`config.mk`:
```
export PLATFORM = sky130hd
export DESIGN_NAME = centered_moving_average_flat
export DESIGN_NICKNAME = d
export VERILOG_FILES = /design/src/design/cmavg_pkg.sv /design/src/design/cmavg_if.sv /design/src/design/cmavg_ram.sv /design/src/design/cmavg_div.sv /design/src/design/centered_moving_average.sv /design/src/flat_wrapper.sv
export SDC_FILE = /design/constraint.sdc
export NUM_CORES = 2
export LEC_CHECK = 0
export ABC_AREA = 1
export BUFFER_PORTS_ARGS = -buffer_cell sky130_fd_sc_hd__buf_2
export CORE_MARGIN = 1
export CORE_UTILIZATION = 55
export CTS_BUF_LIST = sky130_fd_sc_hd__clkbuf_4 sky130_fd_sc_hd__clkbuf_8
export DETAILED_ROUTE_END_ITERATION = 8
export PLACE_DENSITY = 0.77
export SLEW_MARGIN = 5
export SYNTH_ARGS = -nofsm -noshare
export SYNTH_HDL_FRONTEND = slang
export SYNTH_SLANG_ARGS = --single-unit
```
`constraint.sdc`:
```
create_clock -name clk -period 11 [get_ports clk]
set_clock_uncertainty 0.2 [all_clocks]
set_input_delay 1.65 -clock clk [delete_from_list [all_inputs] [get_ports clk]]
set_output_delay 1.65 -clock clk [all_outputs]
set_load 0.02 [all_outputs]
```
`src/design/cmavg_pkg.sv`:
```
// Package for the centered moving average block: widths, FSM states and the
// divider request/response structs.
// No dependencies.
package cmavg_pkg;

    localparam int SAMPLE_W   = 32;
    localparam int MAX_RADIUS = 31;
    localparam int RADIUS_W   = 5;
    localparam int CNT_W      = $clog2(2 * MAX_RADIUS + 2);
    localparam int ADDR_W     = 6;
    localparam int DEPTH      = 1 << ADDR_W;
    localparam int SUM_W      = 40;
    localparam int MAG_W      = SAMPLE_W + CNT_W - 1;
    localparam int CTR_W      = 32;
    localparam int REM_W      = $clog2(MAX_RADIUS + 2);
    localparam int STEP_W     = $clog2(MAG_W + 1);

    localparam logic [RADIUS_W-1:0] RADIUS_RESET = RADIUS_W'(1);

    typedef enum logic [1:0] {
        ST_IDLE,
        ST_LOAD,
        ST_WAIT
    } state_t;

    typedef struct packed {
        logic             start;
        logic [MAG_W-1:0] mag;
        logic [CNT_W-1:0] den;
    } div_req_t;

    typedef struct packed {
        logic             busy;
        logic [MAG_W-1:0] quot;
    } div_rsp_t;

endpackage

```
`src/design/cmavg_if.sv`:
```
// Valid/ready channel interfaces: sample in, average out, radius config.
// Depends on cmavg_pkg.
interface cmavg_smp_if;
    logic                                 valid;
    logic                                 ready;
    logic signed [cmavg_pkg::SAMPLE_W-1:0] sample;
    logic                                 is_last;

    modport source (output valid, output sample, output is_last, input ready);
    modport sink   (input valid, input sample, input is_last, output ready);
endinterface

interface cmavg_avg_if;
    logic                                 valid;
    logic                                 ready;
    logic signed [cmavg_pkg::SAMPLE_W-1:0] average;
    logic                                 last_out;

    modport source (output valid, output average, output last_out, input ready);
    modport sink   (input valid, input average, input last_out, output ready);
endinterface

interface cmavg_cfg_if;
    logic                             valid;
    logic                             ready;
    logic [cmavg_pkg::RADIUS_W-1:0]   radius;

    modport source (output valid, output radius, input ready);
    modport sink   (input valid, input radius, output ready);
endinterface

```
`src/design/cmavg_ram.sv`:
```
// Generic single-write, single-read RAM with registered read data.
// No dependencies.
module cmavg_ram #(
    parameter int WIDTH = 32,
    parameter int DEPTH = 64
) (
    input  logic                     clk,
    input  logic                     we,
    input  logic [$clog2(DEPTH)-1:0] waddr,
    input  logic [WIDTH-1:0]         wdata,
    input  logic                     re,
    input  logic [$clog2(DEPTH)-1:0] raddr,
    output logic [WIDTH-1:0]         rdata
);

    logic [WIDTH-1:0] mem [DEPTH];

    always_ff @(posedge clk)
    begin
        if (we)
        begin
            mem[waddr] <= wdata;
        end
        if (re)
        begin
            rdata <= mem[raddr];
        end
    end

endmodule

```
`src/design/cmavg_div.sv`:
```
// Restoring divider, one quotient bit per cycle, for the rounded mean.
// Depends on cmavg_pkg.
module cmavg_div (
    input  logic                clk,
    input  logic                rst_n,
    input  cmavg_pkg::div_req_t req,
    output cmavg_pkg::div_rsp_t rsp
);
    import cmavg_pkg::*;

    logic              busy_reg, busy_next;
    logic [STEP_W-1:0] step_reg, step_next;
    logic [MAG_W-1:0]  quo_reg, quo_next;
    logic [CNT_W-1:0]  rem_reg, rem_next;
    logic [CNT_W-1:0]  den_reg, den_next;
    logic [CNT_W:0]    trial;
    logic [CNT_W:0]    diff;
    logic              ge;

    always_comb
    begin
        trial     = {rem_reg, quo_reg[MAG_W-1]};
        diff      = trial - {1'b0, den_reg};
        ge        = trial >= {1'b0, den_reg};
        busy_next = busy_reg;
        step_next = step_reg;
        quo_next  = quo_reg;
        rem_next  = rem_reg;
        den_next  = den_reg;
        if (req.start)
        begin
            busy_next = 1'b1;
            step_next = STEP_W'(MAG_W);
            quo_next  = req.mag;
            rem_next  = '0;
            den_next  = req.den;
        end
        else if (busy_reg)
        begin
            rem_next  = ge ? diff[CNT_W-1:0] : trial[CNT_W-1:0];
            quo_next  = {quo_reg[MAG_W-2:0], ge};
            step_next = step_reg - 1'b1;
            busy_next = step_reg != STEP_W'(1);
        end
    end

    always_ff @(posedge clk or negedge rst_n)
    begin
        if (!rst_n)
        begin
            busy_reg <= 1'b0;
            step_reg <= '0;
        end
        else
        begin
            busy_reg <= busy_next;
            step_reg <= step_next;
        end
    end

    always_ff @(posedge clk)
    begin
        quo_reg <= quo_next;
        rem_reg <= rem_next;
        den_reg <= den_next;
    end

    assign rsp.busy = busy_reg;
    assign rsp.quot = quo_reg;

endmodule

```
`src/design/centered_moving_average.sv`:
```
// Centered moving average, truncated at record edges; top level.
// Depends on cmavg_pkg, cmavg_if, cmavg_ram, cmavg_div.
//
//  port  dir  payload            note
//  smp   in   sample, is_last    one word per sample
//  avg   out  average, last_out  one word per window mean
//  cfg   in   radius             write while idle
//
// A sample is taken while idle; each average it causes goes through these steps:
// store read and divider start, 37 quotient bits, output load. The next
// sample waits until its last average is loaded; a flush on the last
// sample gives up to radius+1 averages in turn.
// Reset clears counters, sum and FSM; the window store needs no clearing.
// A stalled avg holds the next average in the divider until taken.
module centered_moving_average (
    input  logic        clk,
    input  logic        rst_n,
    cmavg_smp_if.sink   smp,
    cmavg_avg_if.source avg,
    cmavg_cfg_if.sink   cfg
);
    import cmavg_pkg::*;

    state_t                     state_reg, state_next;
    logic [RADIUS_W-1:0]        radius_reg, radius_next;
    logic [RADIUS_W-1:0]        act_r_reg, act_r_next;
    logic [CTR_W-1:0]           seen_reg, seen_next;
    logic [CTR_W-1:0]           given_reg, given_next;
    logic signed [SUM_W-1:0]    sum_reg, sum_next;
    logic [ADDR_W-1:0]          wr_ptr_reg, wr_ptr_next;
    logic [ADDR_W-1:0]          newest_reg, newest_next;
    logic [REM_W-1:0]           rem_reg, rem_next;
    logic                       last_job_reg, last_job_next;
    logic                       full_left_reg, full_left_next;
    logic                       neg_reg, neg_next;
    logic                       out_valid_reg, out_valid_next;
    logic signed [SAMPLE_W-1:0] avg_reg, avg_next;
    logic                       last_out_reg, last_out_next;

    logic                       smp_ready;
    logic                       div_start;
    logic                       ram_re;
    logic                       emit;
    logic                       smp_take;
    logic                       out_free;

    logic [CTR_W-1:0]           n_sat;
    logic [RADIUS_W-1:0]        r_use;
    logic [RADIUS_W-1:0]        r_cfg;
    logic [CTR_W-1:0]           pend_raw;
    logic [REM_W-1:0]           r_plus1;
    logic [REM_W-1:0]           pend;
    logic [REM_W-1:0]           outs;
    logic signed [SUM_W-1:0]    smp_ext;

    logic [RADIUS_W-1:0]        left;
    logic [RADIUS_W-1:0]        back;
    logic [CNT_W-1:0]           span;
    logic [CNT_W-1:0]           cnt;
    logic [SUM_W-1:0]           sum_abs;
    logic [ADDR_W-1:0]          rd_addr;

    logic [SAMPLE_W-1:0]        ram_rdata;
    logic signed [SUM_W-1:0]    old_ext;
    logic [SAMPLE_W-1:0]        quot32;

    div_req_t                   div_req;
    div_rsp_t                   div_rsp;

    cmavg_ram #(
        .WIDTH (SAMPLE_W),
        .DEPTH (DEPTH)
    ) u_store (
        .clk   (clk),
        .we    (smp_take),
        .waddr (wr_ptr_reg),
        .wdata (smp.sample),
        .re    (ram_re),
        .raddr (rd_addr),
        .rdata (ram_rdata)
    );

    cmavg_div u_div (
        .clk   (clk),
        .rst_n (rst_n),
        .req   (div_req),
        .rsp   (div_rsp)
    );

    // next state
    always_comb
    begin
        state_next = state_reg;
        unique case (state_reg)
            ST_IDLE:
            begin
                if (smp_take && outs != '0)
                begin
                    state_next = ST_LOAD;
                end
            end
            ST_LOAD:
            begin
                state_next = ST_WAIT;
            end
            ST_WAIT:
            begin
                if (emit)
                begin
                    state_next = (rem_reg == REM_W'(1)) ? ST_IDLE : ST_LOAD;
                end
            end
            default:
            begin
                state_next = ST_IDLE;
            end
        endcase
    end

    // FSM outputs
    always_comb
    begin
        smp_ready = 1'b0;
        div_start = 1'b0;
        ram_re    = 1'b0;
        emit      = 1'b0;
        unique case (state_reg)
            ST_IDLE:
            begin
                smp_ready = 1'b1;
            end
            ST_LOAD:
            begin
                div_start = 1'b1;
                ram_re    = 1'b1;
            end
            ST_WAIT:
            begin
                emit = !div_rsp.busy && out_free;
            end
            default:
            begin
                smp_ready = 1'b0;
            end
        endcase
    end

    assign smp_take = smp.valid && smp_ready;
    assign out_free = !out_valid_reg || avg.ready;

    // sample intake
    always_comb
    begin
        n_sat    = (seen_reg == '1) ? seen_reg : seen_reg + 1'b1;
        r_cfg    = (radius_reg > RADIUS_W'(MAX_RADIUS)) ? RADIUS_W'(MAX_RADIUS) : radius_reg;
        r_use    = (seen_reg == '0) ? r_cfg : act_r_reg;
        pend_raw = (n_sat >= given_reg) ? n_sat - given_reg : '0;
        r_plus1  = REM_W'(r_use) + 1'b1;
        pend     = (pend_raw > CTR_W'(r_plus1)) ? r_plus1 : pend_raw[REM_W-1:0];
        if (smp.is_last)
        begin
            outs = pend;
        end
        else
        begin
            outs = (n_sat > CTR_W'(r_use)) ? REM_W'(1) : '0;
        end
        smp_ext = {{(SUM_W-SAMPLE_W){smp.sample[SAMPLE_W-1]}}, smp.sample};
    end

    // window setup for the next average
    always_comb
    begin
        left    = (given_reg < CTR_W'(act_r_reg)) ? given_reg[RADIUS_W-1:0] : act_r_reg;
        // mid-record the newest sample sits a full radius right of the center
        back    = last_job_reg ? RADIUS_W'(rem_reg - 1'b1) : act_r_reg;
        span    = CNT_W'(back) + CNT_W'(left);
        cnt     = span + 1'b1;
        sum_abs = sum_reg[SUM_W-1] ? SUM_W'(-sum_reg) : SUM_W'(sum_reg);
        rd_addr = newest_reg - ADDR_W'(span);
        div_req.start = div_start;
        div_req.mag   = MAG_W'(sum_abs) + MAG_W'(cnt >> 1);
        div_req.den   = cnt;
    end

    assign old_ext = {{(SUM_W-SAMPLE_W){ram_rdata[SAMPLE_W-1]}}, ram_rdata};
    assign quot32  = div_rsp.quot[SAMPLE_W-1:0];

    // datapath next values
    always_comb
    begin
        radius_next    = radius_reg;
        act_r_next     = act_r_reg;
        seen_next      = seen_reg;
        given_next     = given_reg;
        sum_next       = sum_reg;
        wr_ptr_next    = wr_ptr_reg;
        newest_next    = newest_reg;
        rem_next       = rem_reg;
        last_job_next  = last_job_reg;
        full_left_next = full_left_reg;
        neg_next       = neg_reg;
        out_valid_next = out_valid_reg;
        avg_next       = avg_reg;
        last_out_next  = last_out_reg;

        if (cfg.valid)
        begin
            radius_next = cfg.radius;
        end

        if (out_valid_reg && avg.ready)
        begin
            out_valid_next = 1'b0;
        end

        if (smp_take)
        begin
            act_r_next    = r_use;
            wr_ptr_next   = wr_ptr_reg + 1'b1;
            newest_next   = wr_ptr_reg;
            rem_next      = outs;
            last_job_next = smp.is_last;
            if (smp.is_last && outs == '0)
            begin
                seen_next  = '0;
                given_next = '0;
                sum_next   = '0;
            end
            else
            begin
                seen_next = n_sat;
                sum_next  = sum_reg + smp_ext;
            end
        end

        if (div_start)
        begin
            full_left_next = left == act_r_reg;
            neg_next       = sum_reg[SUM_W-1];
        end

        if (emit)
        begin
            out_valid_next = 1'b1;
            avg_next       = neg_reg ? -$signed(quot32) : $signed(quot32);
            last_out_next  = last_job_reg && rem_reg == REM_W'(1);
            rem_next       = rem_reg - 1'b1;
            if (last_job_reg && rem_reg == REM_W'(1))
            begin
                seen_next  = '0;
                given_next = '0;
                sum_next   = '0;
            end
            else
            begin
                given_next = (given_reg == '1) ? given_reg : given_reg + 1'b1;
                // drop the oldest sample once the left half is full
                sum_next   = full_left_reg ? sum_reg - old_ext : sum_reg;
            end
        end
    end

    always_ff @(posedge clk or negedge rst_n)
    begin
        if (!rst_n)
        begin
            state_reg     <= ST_IDLE;
            radius_reg    <= RADIUS_RESET;
            act_r_reg     <= '0;
            seen_reg      <= '0;
            given_reg     <= '0;
            sum_reg       <= '0;
            wr_ptr_reg    <= '0;
            rem_reg       <= '0;
            last_job_reg  <= 1'b0;
            out_valid_reg <= 1'b0;
        end
        else
        begin
            state_reg     <= state_next;
            radius_reg    <= radius_next;
            act_r_reg     <= act_r_next;
            seen_reg      <= seen_next;
            given_reg     <= given_next;
            sum_reg       <= sum_next;
            wr_ptr_reg    <= wr_ptr_next;
            rem_reg       <= rem_next;
            last_job_reg  <= last_job_next;
            out_valid_reg <= out_valid_next;
        end
    end

    always_ff @(posedge clk)
    begin
        newest_reg    <= newest_next;
        full_left_reg <= full_left_next;
        neg_reg       <= neg_next;
        avg_reg       <= avg_next;
        last_out_reg  <= last_out_next;
    end

    assign smp.ready    = smp_ready;
    assign cfg.ready    = 1'b1;
    assign avg.valid    = out_valid_reg;
    assign avg.average  = avg_reg;
    assign avg.last_out = last_out_reg;

`ifndef SYNTHESIS
    a_no_restart: assert property (@(posedge clk) disable iff (!rst_n)
        div_start |-> !div_rsp.busy)
        else $error("divider started while busy");

    a_work_pending: assert property (@(posedge clk) disable iff (!rst_n)
        (state_reg != ST_IDLE) |-> (rem_reg != '0))
        else $error("busy with no averages left");

    a_rem_bound: assert property (@(posedge clk) disable iff (!rst_n)
        rem_reg <= REM_W'(MAX_RADIUS + 1))
        else $error("more pending averages than radius+1");

    a_given_le_seen: assert property (@(posedge clk) disable iff (!rst_n)
        given_reg <= seen_reg)
        else $error("more averages than samples");

    a_record_clear: assert property (@(posedge clk) disable iff (!rst_n)
        (emit && last_job_reg && rem_reg == REM_W'(1))
        |=> (seen_reg == '0 && given_reg == '0 && sum_reg == '0 && state_reg == ST_IDLE))
        else $error("record state not cleared after last average");
`endif

endmodule
```
`src/flat_wrapper.sv`:
```
// flat-port wrapper written by rule: the top's interface ports become plain ports
module centered_moving_average_flat import cmavg_pkg::*;
  (clk, rst_n, smp_valid, smp_sample, smp_is_last, smp_ready, avg_valid, avg_average, avg_last_out, avg_ready, cfg_valid, cfg_radius, cfg_ready);
  cmavg_smp_if smp_i ();
  cmavg_avg_if avg_i ();
  cmavg_cfg_if cfg_i ();
  input  logic clk;
  input  logic rst_n;
  input wire logic [$bits(smp_i.valid)-1:0] smp_valid;
  input wire logic [$bits(smp_i.sample)-1:0] smp_sample;
  input wire logic [$bits(smp_i.is_last)-1:0] smp_is_last;
  output wire logic [$bits(smp_i.ready)-1:0] smp_ready;
  output wire logic [$bits(avg_i.valid)-1:0] avg_valid;
  output wire logic [$bits(avg_i.average)-1:0] avg_average;
  output wire logic [$bits(avg_i.last_out)-1:0] avg_last_out;
  input wire logic [$bits(avg_i.ready)-1:0] avg_ready;
  input wire logic [$bits(cfg_i.valid)-1:0] cfg_valid;
  input wire logic [$bits(cfg_i.radius)-1:0] cfg_radius;
  output wire logic [$bits(cfg_i.ready)-1:0] cfg_ready;
  assign smp_i.valid = smp_valid;
  assign smp_i.sample = smp_sample;
  assign smp_i.is_last = smp_is_last;
  assign smp_ready = smp_i.ready;
  assign avg_valid = avg_i.valid;
  assign avg_average = avg_i.average;
  assign avg_last_out = avg_i.last_out;
  assign avg_i.ready = avg_ready;
  assign cfg_i.valid = cfg_valid;
  assign cfg_i.radius = cfg_radius;
  assign cfg_ready = cfg_i.ready;
  centered_moving_average u_core (.clk(clk), .rst_n(rst_n), .smp(smp_i), .avg(avg_i), .cfg(cfg_i));
endmodule
```
; Word level (Yosys, flattened, before mapping)
; Memories as Yosys holds them, arrays and structs flattened. A register that Yosys moved wholly into a read port is not among the register bits.
; Index checks and enable logic that the tools add are counted.
[op_classes]
n_eq_ne = 11
reduce_logical = 20
magnitude_cmp = 6
n_mux = 45
n_addsub = 16
[op_table]
columns = operator, n
row1 = $mux 32, 12
row2 = $mux 40, 5
row3 = $mux 37, 3
row4 = $add 32x1->32 const B, 2
row5 = $eq 32x32->1 const B, 2
row6 = $mux 6, 7
row7 = $add 40x32->40, 1
row8 = $sub 40x32->40, 1
row9 = $add 37x5->37, 1
row10 = $neg 37->37, 1
row11 = $ge 32x32->1, 1
row12 = $gt 32x5->1, 1
row13 = $gt 32x6->1, 1
row14 = $logic_not 32->1, 1
row15 = $lt 32x5->1, 1
row16 = $neg 32->32, 1
row17 = $sub 32x32->32, 1
row18 = $mux 5, 4
row19 = $add 6x1->6 const B, 2
row20 = $sub 6x1->6 const B, 2
row21 = $sub 6x6->6, 2
row22 = $mux 1, 11
row23 = $reduce_bool 2->1, 4
row24 = $ge 7x6->1, 1
row25 = 21 further kinds, 30
[totals]
in_bits = 43
output_inout_bits = 36
regBits = 227
word_cells = 119
memories = 1
mem_bits_rw = 2048
[mem_list]
columns = memory, depth, width, rd, rd_clocked_by_memory_dff, write_ports, line_no
row1 = u_core.u_store.mem, 64, 32, 1, 1, 1, cmavg_ram.sv:16  ; logic [WIDTH-1:0] mem [DEPTH];

; Longest topological paths before layout
[depth]
depth_word = 13
mapped_depth = 46
mapped_depth_nobuf = 42

; Cells and area by module
; A second synthesis with hierarchy kept.
[unflattened]
cells_unflattened = 10242
area_unflattened_um2 = 105681.4
[by_module_without_submodules]
columns = mod, n_inst, seq_area_each_um2, area_per_inst_um2, cells_per_inst
row1 = cmavg_ram, 1, 62459.9, 83058.4, 6769
row2 = centered_moving_average, 1, 4485.6, 19856.5, 3171
row3 = cmavg_div, 1, 1586.5, 2766.4, 302

; Least setup slack after synthesis
; No wires, ideal clock.
[synth_timing]
kind = input-to-reg
startpoint = in smp_valid
endpoint = mem u_core.u_store.mem[15][0], enable pin
path_buffers = 0
t_required_ns = 10.299
arrival_time_ns = 5.217
path_stages = 4
setup_slack_ns = 5.082
setup_ns = 0.501
path_cell_list = nand2_1 nor2_1 nand2_1 nor4_1
[synth_via]
elab_chain_len = 3
[synth_rtl]
columns = element, line_no
row1 = start: declaration, flat_wrapper.sv:9  ; input wire logic [$bits(smp_i.valid)-1:0] smp_valid;
row2 = $logic_and 1x1->1, centered_moving_average.sv:148  ; assign smp_take = smp.valid && smp_ready;
row3 = $mux 1, cmavg_ram.sv:20  ; if (we)
row4 = $mux 1 (not written as such), cmavg_ram.sv:22  ; mem[waddr] <= wdata;
row5 = end: declaration, cmavg_ram.sv:16
; Every way passes these cells.

; Worst setup path in the final report
[layout_timing]
startpoint = reg u_core.seen_reg[0]
endpoint = reg u_core.given_reg[27]
[layout_via]
elab_chain_len = 11
[layout_rtl]
columns = element, line_no
row1 = start: declaration, centered_moving_average.sv:27  ; logic [CTR_W-1:0] seen_reg, seen_next;
row2 = start signal: assignment, centered_moving_average.sv:284  ; seen_reg <= seen_next;
row3 = $add 32x1->32 or $eq 32x32->1 (tied branches), centered_moving_average.sv:154  ; n_sat = (seen_reg == '1) ? seen_reg : seen_reg + 1'b1;
row4 = $mux 32, centered_moving_average.sv:154
row5 = $sub 32x32->32 or $ge 32x32->1 (tied branches), centered_moving_average.sv:157  ; pend_raw = (n_sat >= given_reg) ? n_sat - given_reg : '0;
row6 = $mux 32, centered_moving_average.sv:157
row7 = $gt 32x6->1, centered_moving_average.sv:159  ; pend = (pend_raw > CTR_W'(r_plus1)) ? r_plus1 : pend_raw[REM_W-1:0];
row8 = $mux 6, centered_moving_average.sv:159
row9 = $mux 6 (*), centered_moving_average.sv:160  ; if (smp.is_last)
row10 = $logic_not 6->1 (*), centered_moving_average.sv:224  ; if (smp.is_last && outs == '0)
row11 = $logic_and 1x1->1 (*), centered_moving_average.sv:224
row12 = $reduce_bool 2->1 (no line) (*), n/a
row13 = $reduce_and 3->1 (no line) (*), n/a
row14 = end signal: assignment, centered_moving_average.sv:285  ; given_reg <= given_next;
row15 = end: declaration, centered_moving_average.sv:28  ; logic [CTR_W-1:0] given_reg, given_next;
; Mark *: on every way between the ends. The rest lies on a longest branch, timed or not.
; A chain may end at the register's enable or synchronous reset.

==> summary.md <==
| Metric | Value |
|---|---|
| Slew Viols, Final | `0` |
| Drt total wl | `287000 µm` |
| DRT Pass-1 Iters | `9` |
| Post-route minimum period | `8970 ps` |
| Normalized max-slew margin | `19.6%` |
| Register area share after synthesis | `65.8%` |
| Async S/R FF share, synth | `a little under 6%` |
| Primary FF master, synth | `edfxtp_1` |
| Root Buffer | `clkbuf_8` |
| Total GRT Usage | `between 20% and 30%` |
| CTS tree | `built` |
| Flop2flop setup slack | `2030 ps` |
| Clock Tree Buf Depth | `4` |
| Initial Utilization | `55.4%` |
| Critical path arrival | `9660 ps` |
| Total Negative Setup Slacks | `0 ps` |
| Worst Setup EP | `u_core.given_reg[27]$_DFFE_PN0P_` |
| Layout Nets | `9498` |
| FF-to-FF Start | `u_core.seen_reg[0]$_DFF_PN0_` |
| Total number of vias | `74041` |
| Hold violation count in the final report | `0` |
| Placer congestion estimate | `between 0.9 and 1` |
| CP Buf/Inv Count | `5` |
| CTS H-tree lvls | `5` |
| Synth Warn # | `0` |
| Leading area contributor after synthesis | `edfxtp_1` |
| Vias in the first global route | `about 71000` |
| Critical Path Slowest Stage Cell | `nand4_1` |
| Most common cell on crit path | `nand2_1` |
| Most instantiated library cell after synthesis | `edfxtp_1` |
| Gr ovfl total | `0` |
| CP max FO | `73` |
| Failing checks | `DRC` |
| Post-route ant nets | `0` |
| First-pass GRT wire length | `425000 µm` |
| Fillers | `14171` |
| Post-Syn Instances | `a little over 9000` |
| DIE HEIGHT | `437 µm` |
| Hold Path Class | `flop to flop` |
| Row count | `159` |
| Die area | `0.191 mm²` |
| Total CTS buffers | `375` |
| Detailed Route Iter0 Violations | `9786` |
| Max Cap Viol | `0` |
| Actual slew at the worst max-slew pin | `around 1200 ps` |
| Worst reg2reg path endpoint | `u_core.given_reg[27]$_DFFE_PN0P_` |
| CP Launch Type | `flop` |
| #FFs+latches synth | `between 2000 and 2500` |
| Max reg flops | `between 2000 and 2500` |
| Core footprint | `0.188 mm²` |
| Io pins | `roughly 80` |
| Post-synth EDFFs | `2164` |
| DR WL/cell | `~24 µm` |
| Vias per cell | `between 6 and 7` |
| Flip-flop and latch area | `between 0.06 and 0.07 mm²` |
| Synthesized area | `around 0.10 mm²` |
| Synth top cells by count | `edfxtp_1 (2164), nor2_1 (2070), nand2_1 (938), o21ai_0 (808), o32ai_1 (512)` |
| CP max stage delay | `800 ps` |
| Status | `complete, but fails checks` |
| Worst path top cell family by delay | `simple AND/OR/NAND/NOR gates` |
| Multi-input logic area | `around 0.032 mm²` |
| Max Fclk | `111 MHz` |
| Worst setup path startpoint | `u_core.seen_reg[0]$_DFF_PN0_` |
| Largest net degree at the start of global routing | `215` |
| Finish-stage setup viols | `0` |
| Hold buffer count at CTS | `0` |
| Number of port buffers | `77` |
| Worst Path Required | `11680 ps` |
| Cell count of the worst reg-to-reg path | `42` |
| Post-CTS Setup Bufs | `0` |
| Post-synthesis cell type count | `62` |
| Critical path class | `flop to flop` |
| Layout cells sized above 1 | `12.3%` |
| Syn-to-layout area delta | `10.1%` |
| Worst path depth | `42` |
| CTS Sinks | `2307` |
| CTS clk-pin slew, worst paths | `60 ps` |
| Synth area leaders | `edfxtp_1 (62%), nor2_1 (7.5%), o32ai_1 (4.3%)` |
| Post-CTS Resized | `0` |
| Syn Area/Cell | `11.4 µm²` |
| RSZ-0062 raised after global routing | `no` |
| Initial antenna violation count | `10` |
| Top-area cell type share of the netlist area | `62.4%` |
| DRC viols | `18` |
| CP endpoint kind | `flop` |
| DP HPWL | `between 150000 and 200000 µm` |
| Die width | `roughly 440 µm` |
| Fin crit share | `81.6%` |
| Worst hold start | `u_core.u_div.rem_reg[4]$_SDFFE_PP0P_` |
| Clk Latency, worst-skew pair | `1090 ps` |
| Net count after synthesis | `9378` |
[layer usage]
layer,track usage (%),wire (µm),vias up
met5,0,0,-
met4,13.2,12100,0
met3,6.97,35800,544
met2,43.8,127000,4380
met1,41.1,113000,35839
li1,-,-,33278
[worst min-delay path by stage]
stage,end,slack [ps],cells past startpoint
3_5_place_dp,u_core.radius_reg[0]$_DFFE_PN1P_,290,2
4_1_cts,u_core.u_div.rem_reg[4]$_SDFFE_PP0P_,300,2
6_report,u_core.u_div.rem_reg[4]$_SDFFE_PP0P_,300,2
2_1_floorplan,u_core.neg_reg$_DFFE_PP_,220,0
5_1_grt,u_core.radius_reg[0]$_DFFE_PN1P_,320,2
3_3_place_gp,u_core.radius_reg[0]$_DFFE_PN1P_,290,2
[cells in the final DEF (no fill, tap or decap), drive strengths merged, types with 30 or more instances in the layout]
cell | netlist | final
clkbuf | 425 | 500
xnor2 | 56 | 56
nor4 | 30 | 30
dfrtp | 136 | 136
buf | 65 | 233
o21ai | 832 | 832
a21oi | 237 | 237
nand2 | 942 | 942
clkinv | 3 | 114
o21a | 46 | 46
xor2 | 136 | 136
nand3 | 221 | 221
nor2 | 2077 | 2077
inv | 512 | 514
nand4 | 62 | 62
ha | 158 | 158
mux2 | 256 | 256
o221ai | 39 | 39
o22ai | 38 | 38
nor3 | 81 | 81
o32ai | 512 | 512
edfxtp | 2164 | 2164
[worst min-delay path: stages, from the launching register on]
cell	delay (ps)
dfxtp_1	330
nand2_1	60
o21ai_0	60
[cell families (layout without fill, tap and decap cells)]
kind of cell / after synthesis / in the layout / synth area share [%]
and+or+nand+nor: 3465 / 3465 / 13.3
DFF: 2307 / 2307 / 65.8
AOI/OAI and AO/OA: 1779 / 1779 / 10.9
buffers and inverters: 1005 / 1378 / 3.66
muxes: 256 / 256 / 2.77
xor gates and xnor gates: 192 / 192 / 1.62
adders and majority gates: 165 / 165 / 2.03
other: 1 / 4 / 0.00360
[cell type report]
| cell class | instances | share of cell area (%) |
|---|---|---|
| Timing Repair Buffer | 233 | 1.50 |
| Inverter | 515 | 1.69 |
| Antenna cell | 3 | 0.00654 |
| Sequential cell | 2307 | 59.7 |
| Clock buffer | 500 | 5.36 |
| Multi-Input combinational cell | 5858 | 28.3 |
| Clock inverter | 130 | 0.724 |
| Tap cell | 2495 | 2.72 |
[per-stage QoR]
step                util [%]  cell area [µm²]  setup WS, ps  cells  hold WS [ps]
global route            61.0           115000          1240  12040           322
global placement        57.3           108000          2290  11408           286
finish                  61.0           115000          2030  12041           302
detailed placement      57.3           108000          2240  11408           289
CTS                     61.0           115000          2220  12038           298
floorplan                  -           104000          5080   9170           223
Power is not shown: default switching activity piles up to over one toggle a cycle in this logic, so the estimate is an artifact.
